## src/gfir_pkg.sv

```systemverilog
// ----------------------------------------------------------------------------
// gfir_pkg
// Types, constants and arithmetic helpers for the five-tap Gaussian smoother.
// ----------------------------------------------------------------------------
`default_nettype none

package gfir_pkg;

   localparam int SAMPLE_W = 16;
   localparam int TAP_W    = 16;
   localparam int FRAC     = 14;
   localparam int RADIUS   = 2;
   localparam int WIN      = 2 * RADIUS;
   localparam int SEEN_W   = 3;
   localparam int PROD_W   = SAMPLE_W + TAP_W + 1;
   localparam int ACC_W    = PROD_W + 3;
   localparam int Q_W      = ACC_W - FRAC;
   localparam int IDX_W    = 2;

   localparam logic [TAP_W-1:0] TAP_CENTER_RST = 16'd13074;
   localparam logic [TAP_W-1:0] TAP_ONE_RST    = 16'd4810;
   localparam logic [TAP_W-1:0] TAP_TWO_RST    = 16'd240;

   localparam logic [IDX_W-1:0] REG_TAP_CENTER = 2'd0;
   localparam logic [IDX_W-1:0] REG_TAP_ONE    = 2'd1;
   localparam logic [IDX_W-1:0] REG_TAP_TWO    = 2'd2;

   typedef struct packed {
      logic signed [SAMPLE_W-1:0] sample;
      logic                       last_in;
   } req_type;

   typedef struct packed {
      logic signed [SAMPLE_W-1:0] smoothed;
      logic                       last_out;
   } rsp_type;

   typedef struct packed {
      logic shift;
      logic clear;
   } cell_ctl_type;

   // Signed sample times unsigned Q2.14 weight.
   function automatic logic signed [PROD_W-1:0] mul_tap(
      input logic signed [SAMPLE_W-1:0] s,
      input logic        [TAP_W-1:0]    w
   );
      logic signed [PROD_W-1:0] p;
      p = s * $signed({1'b0, w});
      return p;
   endfunction

   function automatic logic signed [ACC_W-1:0] sext_prod(
      input logic signed [PROD_W-1:0] p
   );
      return {{(ACC_W - PROD_W){p[PROD_W-1]}}, p};
   endfunction

   // Round half up, floor shift, saturate to the sample range.
   function automatic logic signed [SAMPLE_W-1:0] round_sat(
      input logic signed [ACC_W-1:0] acc
   );
      logic signed [ACC_W-1:0] biased;
      logic signed [Q_W-1:0]   q;
      logic signed [Q_W-1:0]   qmax;
      logic signed [Q_W-1:0]   qmin;
      biased = acc + (ACC_W'(1) <<< (FRAC - 1));
      q      = biased[ACC_W-1:FRAC];
      qmax   = Q_W'(32767);
      qmin   = -Q_W'(32768);
      if (q > qmax) begin
         return 16'sh7fff;
      end else if (q < qmin) begin
         return 16'sh8000;
      end
      return q[SAMPLE_W-1:0];
   endfunction

endpackage

`default_nettype wire

```

## src/gfir_cell.sv

```systemverilog
// ----------------------------------------------------------------------------
// gfir_cell
// One history cell: holds a sample, hands it to its neighbor on shift, zeroes it
// on clear and forms the product of the held sample with its tap weight.
// ----------------------------------------------------------------------------
`default_nettype none

module gfir_cell
   import gfir_pkg::*;
(
   input  wire logic                       clock,
   input  wire logic                       reset,
   input  wire cell_ctl_type               ctl,
   input  wire logic signed [SAMPLE_W-1:0] data_in,
   input  wire logic        [TAP_W-1:0]    weight,
   output      logic signed [SAMPLE_W-1:0] sample_out,
   output      logic signed [PROD_W-1:0]   prod_out
);

   logic signed [SAMPLE_W-1:0] sample_ff;
   logic signed [SAMPLE_W-1:0] sample_in;

   always_comb begin
      sample_in = sample_ff;
      if (ctl.clear) begin
         sample_in = '0;
      end else if (ctl.shift) begin
         sample_in = data_in;
      end
   end

   always_ff @(posedge clock) begin
      if (reset) begin
         sample_ff <= '0;
      end else begin
         sample_ff <= sample_in;
      end
   end

   assign sample_out = sample_ff;
   assign prod_out   = mul_tap(sample_ff, weight);

endmodule

`default_nettype wire

```

## config.mk

```make
export PLATFORM = sky130hd
export DESIGN_NAME = gfir_cell
export DESIGN_NICKNAME = d
export VERILOG_FILES = /design/src/gfir_pkg.sv /design/src/gfir_cell.sv
export SDC_FILE = /design/constraint.sdc
export NUM_CORES = 1
export LEC_CHECK = 0
export BUFFER_PORTS_ARGS = -buffer_cell sky130_fd_sc_hd__buf_2
export CAP_MARGIN = 20
export CORE_MARGIN = 5
export CORE_UTILIZATION = 60
export DETAILED_ROUTE_END_ITERATION = 8
export PLACE_DENSITY = 0.77
export SLEW_MARGIN = 30
export SYNTH_ARGS = -nofsm -noshare
export SYNTH_HDL_FRONTEND = slang
export SYNTH_SLANG_ARGS = --single-unit
```

## constraint.sdc

```tcl
create_clock -name clock -period 14.7 [get_ports clock]
set_input_delay 0.735 -clock clock [delete_from_list [all_inputs] [get_ports clock]]
set_output_delay 0.735 -clock clock [all_outputs]
set_load 0.02 [all_outputs]
```

==> flow_summary.toml <==
[run_status]
run_status = "completed"

[floorplanning]
fp.coreArea_mm2 = 0.0158
floorplan.die.height_um = 136
placement_rows = 46
floorplan.die.width_um = 136
die_area_mm2 = 0.0186
ioPinCount = 85
initial_utilization_pct = 60.8

[route]
drt_wl_total_mm = 22.4
post-route-drc-count = 0
drt_pre_antenna_iters = 5
detail_route.vias_per_cell = 5.43
wl_per_cell_um = 16.4
dr.first_iter.drc_count = 536
postRouteAntennaNets = 0
detailroute.via_count = 7417

[power]
power.ir.vdd_worst_mv = 0.0667
power_density_normalized_to_cell_area_mw_per_mm2 = 39.4
cellLeakagePower_uw = 0.00560
power.switching_uw = 208
p_comb_share_pct = 72.1
pwr-share-seq_pct = 13.4
power.share.clock_pct = 14.4
power_report.internal_total_uw = 191
swShare_pct = 52.1

[logic_synthesis]
dominant_combinational_cell_family_by_area_after_synthesis = "adder cells"
synth_common_cells = "sky130_fd_sc_hd__inv_1, sky130_fd_sc_hd__fa_1, sky130_fd_sc_hd__nand2_1"
synthesis.instances = 1110
post_synth_and_or_nand_nor_area_fraction_pct = 17.1
ys_types = 48
syn_area_mm2 = 0.00958
seq_area_frac_synth_pct = 3.34
compound_cell_area_share_of_the_yosys_netlist_pct = 6.36
synth_top_cell_area_share_pct = 40.5
post-synth-top-area-cell = "sky130_fd_sc_hd__fa_1"
yosysWarningCount = 0
postSynthNetCount = 1462
top_flip_flop_cell_by_instance_count_after_synthesis = "sky130_fd_sc_hd__dfxtp_1"
async_reset_ff_share_pct = 0
synth_edf_count = 0
syn-mean-instance-area_um2 = 8.63
yosys_register_bits = 16
netlist_top_cells_area = "sky130_fd_sc_hd__fa_1, sky130_fd_sc_hd__ha_1, sky130_fd_sc_hd__inv_1"
synth_mux_area_share_pct = 1.67
synth_xor_area_share_pct = 2.74
synthMostInstantiatedCell = "sky130_fd_sc_hd__inv_1"
synthAdderAreaFrac_pct = 56.5

[critical_path]
timing.critical_path.required_ps = 13970
critical_path.slowest_cell = "sky130_fd_sc_hd__dfxtp_1"
top_delay_family_on_crit_path = "adder cells"
worst-setup-path-type = "reg -> out"
worst_ep_arrival_time_ps = 6850
critical-path-max-stage-delay_ps = 640
timing.critical_path.from_type = "flip-flop"
timing.critical_path.cells = "clkinv_1 > nor2_1 > fa_1 > fa_1 > fa_1 > fa_1 > fa_1 > inv_1 > fa_1 > inv_1 > ha_1 > nand4_1 > nor4_1 > o2111ai_1 > nand3_1 > nor2_1 > a211oi_1 > o311a_1 > buf_2"
cpMostUsedCell = "sky130_fd_sc_hd__fa_1"
crit_buf_inv = 4
timing.critical_path.fanout_max = 12
setup.worst_path.end_class = "output pin"

[cells_and_area]
largest_register_ff_count = 16
filler_cell_count = 1368
fin_util_pct = 64.4
final_layout_size_suffix_gt1_share_pct = 8.52
layout-area-overhead-vs-synth_pct = 5.93
register_area_um2 = 320
finish.instance_area_mm2 = 0.0101
final_net_count = 1503
ant_diodes = 0
multiInputGateArea_mm2 = 0.00808

[cts]
cts_num_sinks = 16
tritoncts = "done"
htreeDepth = 1
worst_setup_hold_path_clk_slew_ps = 50
cts_hold_buf = 0
post_cts_resized = 0
cts_buffer_depth = 2
postCtsSetupRepairBufs = 0
numCtsBuffers = 3
root_buffer = "sky130_fd_sc_hd__clkbuf_16"
clk-insertion-delay-late_ps = 240

[timing]
portion_of_the_clock_cycle_consumed_by_the_worst_path_in_the_final_layout_pct = 51.6
finalHoldViolCount = 0
worst_hold_slack_ps = 728
clock.fmax_mhz = 132
slew_violations = 0
max_slew.worst_pin.slew_ps = 881
skew_ps = 0
worst_slew_margin_rel_pct = 41.2
rsz0062_at_grt = "no"
final-setup-viol-count = 0
setup_total_negative_slack_ps = 0
period_minus_slack_ps = 7590

[grt]
grt_max_degree = 19
first_global_vias = 7893
grt_usage_pct = 25.3
antenna_found_initial = 0
grt_residual_overflow = 0
grt_first_pass_wirelength_mm = 37.6

[place]
gp_congestion = 0.898
hpwl_mm = 18.3
dpl_cell_area_mm2 = 0.0101
port_buffers = 84

[min_path]
hold_path_class = "in -> reg"

[flow_run]
cap_viol_max_count = 0
[worst paths after layout]
kind	start	endpoint	slack [ps]	depth (start not counted)
worst min register to register	sample_out[15]$_SDFFE_PP0P_	sample_out[15]$_SDFFE_PP0P_	770	2
worst max register to register	sample_out[11]$_SDFFE_PP0P_	sample_out[11]$_SDFFE_PP0P_	13460	2
worst min-delay path	data_in[4]	sample_out[4]$_SDFFE_PP0P_	730	3
worst max-delay path	sample_out[15]$_SDFFE_PP0P_	prod_out[31]	7110	19
[metrics by stage]
stage          power [µW]  setup WS, ps  instances
6_report              399          7110       1366
2_1_floorplan         269          8020       1110
3_5_place_dp          344          7390       1362
3_3_place_gp          337          7480       1362
4_1_cts               403          7220       1366
5_1_grt               440          6770       1366
[placed cells by master (no fill, tap or decap), types with 3 or more instances in the layout]
cell / instances
sky130_fd_sc_hd__o211ai_1: 3
sky130_fd_sc_hd__xnor2_1: 15
sky130_fd_sc_hd__xor2_1: 15
sky130_fd_sc_hd__a21oi_1: 25
sky130_fd_sc_hd__o21bai_1: 3
sky130_fd_sc_hd__clkbuf_16: 3
sky130_fd_sc_hd__a211oi_1: 4
sky130_fd_sc_hd__o21ai_1: 5
sky130_fd_sc_hd__a21o_1: 9
sky130_fd_sc_hd__nand2b_1: 9
sky130_fd_sc_hd__o21ai_0: 12
sky130_fd_sc_hd__nand2_1: 144
sky130_fd_sc_hd__ha_1: 122
sky130_fd_sc_hd__nand4_1: 11
sky130_fd_sc_hd__and2_1: 117
sky130_fd_sc_hd__buf_2: 84
sky130_fd_sc_hd__nor2b_1: 4
sky130_fd_sc_hd__o21a_1: 3
sky130_fd_sc_hd__fa_1: 194
sky130_fd_sc_hd__nor2_1: 40
sky130_fd_sc_hd__mux2i_1: 16
sky130_fd_sc_hd__a31oi_1: 7
sky130_fd_sc_hd__nand3_1: 5
sky130_fd_sc_hd__dfxtp_1: 16
sky130_fd_sc_hd__inv_1: 257
[power by group through the flow]
stage                     logic [µW]  clock network (µW)  registers (µW)
after floorplan                  219                   0            49.6
after global placement           283                   0            54.1
after detailed placement         289                   0            54.2
after CTS                        291                58.4            53.3
after global routing             325                60.5            53.9
final                            288                57.7            53.6
[cell families after synthesis]
logic type,after synthesis
compound gates,89
fa+ha+maj,316
buf+inv,306
mux,16
xor+xnor,30
simple gates,337
flops,16
[routing by layer]
| metal | GRT usage, % | share of wire [%] | vias up |
|---|---|---|---|
| li1 | - | - | 3408 |
| met1 | 31.9 | 39 | 3736 |
| met2 | 45.1 | 52 | 224 |
| met3 | 2.74 | 4.7 | 49 |
| met4 | 8.85 | 3.9 | 0 |
| met5 | 0 | 0 | - |
[cell type report]
type	instances	share of cell area (%)
inverter	258	9.54
clock buffer	4	0.875
timing repair buffer	84	4.14
multi-input combinational	788	79.6
tap	216	2.66
sequential	16	3.16
[worst min-delay path, stage by stage]
cell and delay, ps:
sky130_fd_sc_hd__buf_2 80, sky130_fd_sc_hd__mux2i_1 60, sky130_fd_sc_hd__nor2_1 70
Note: power is estimated with default switching activity, not from simulation.
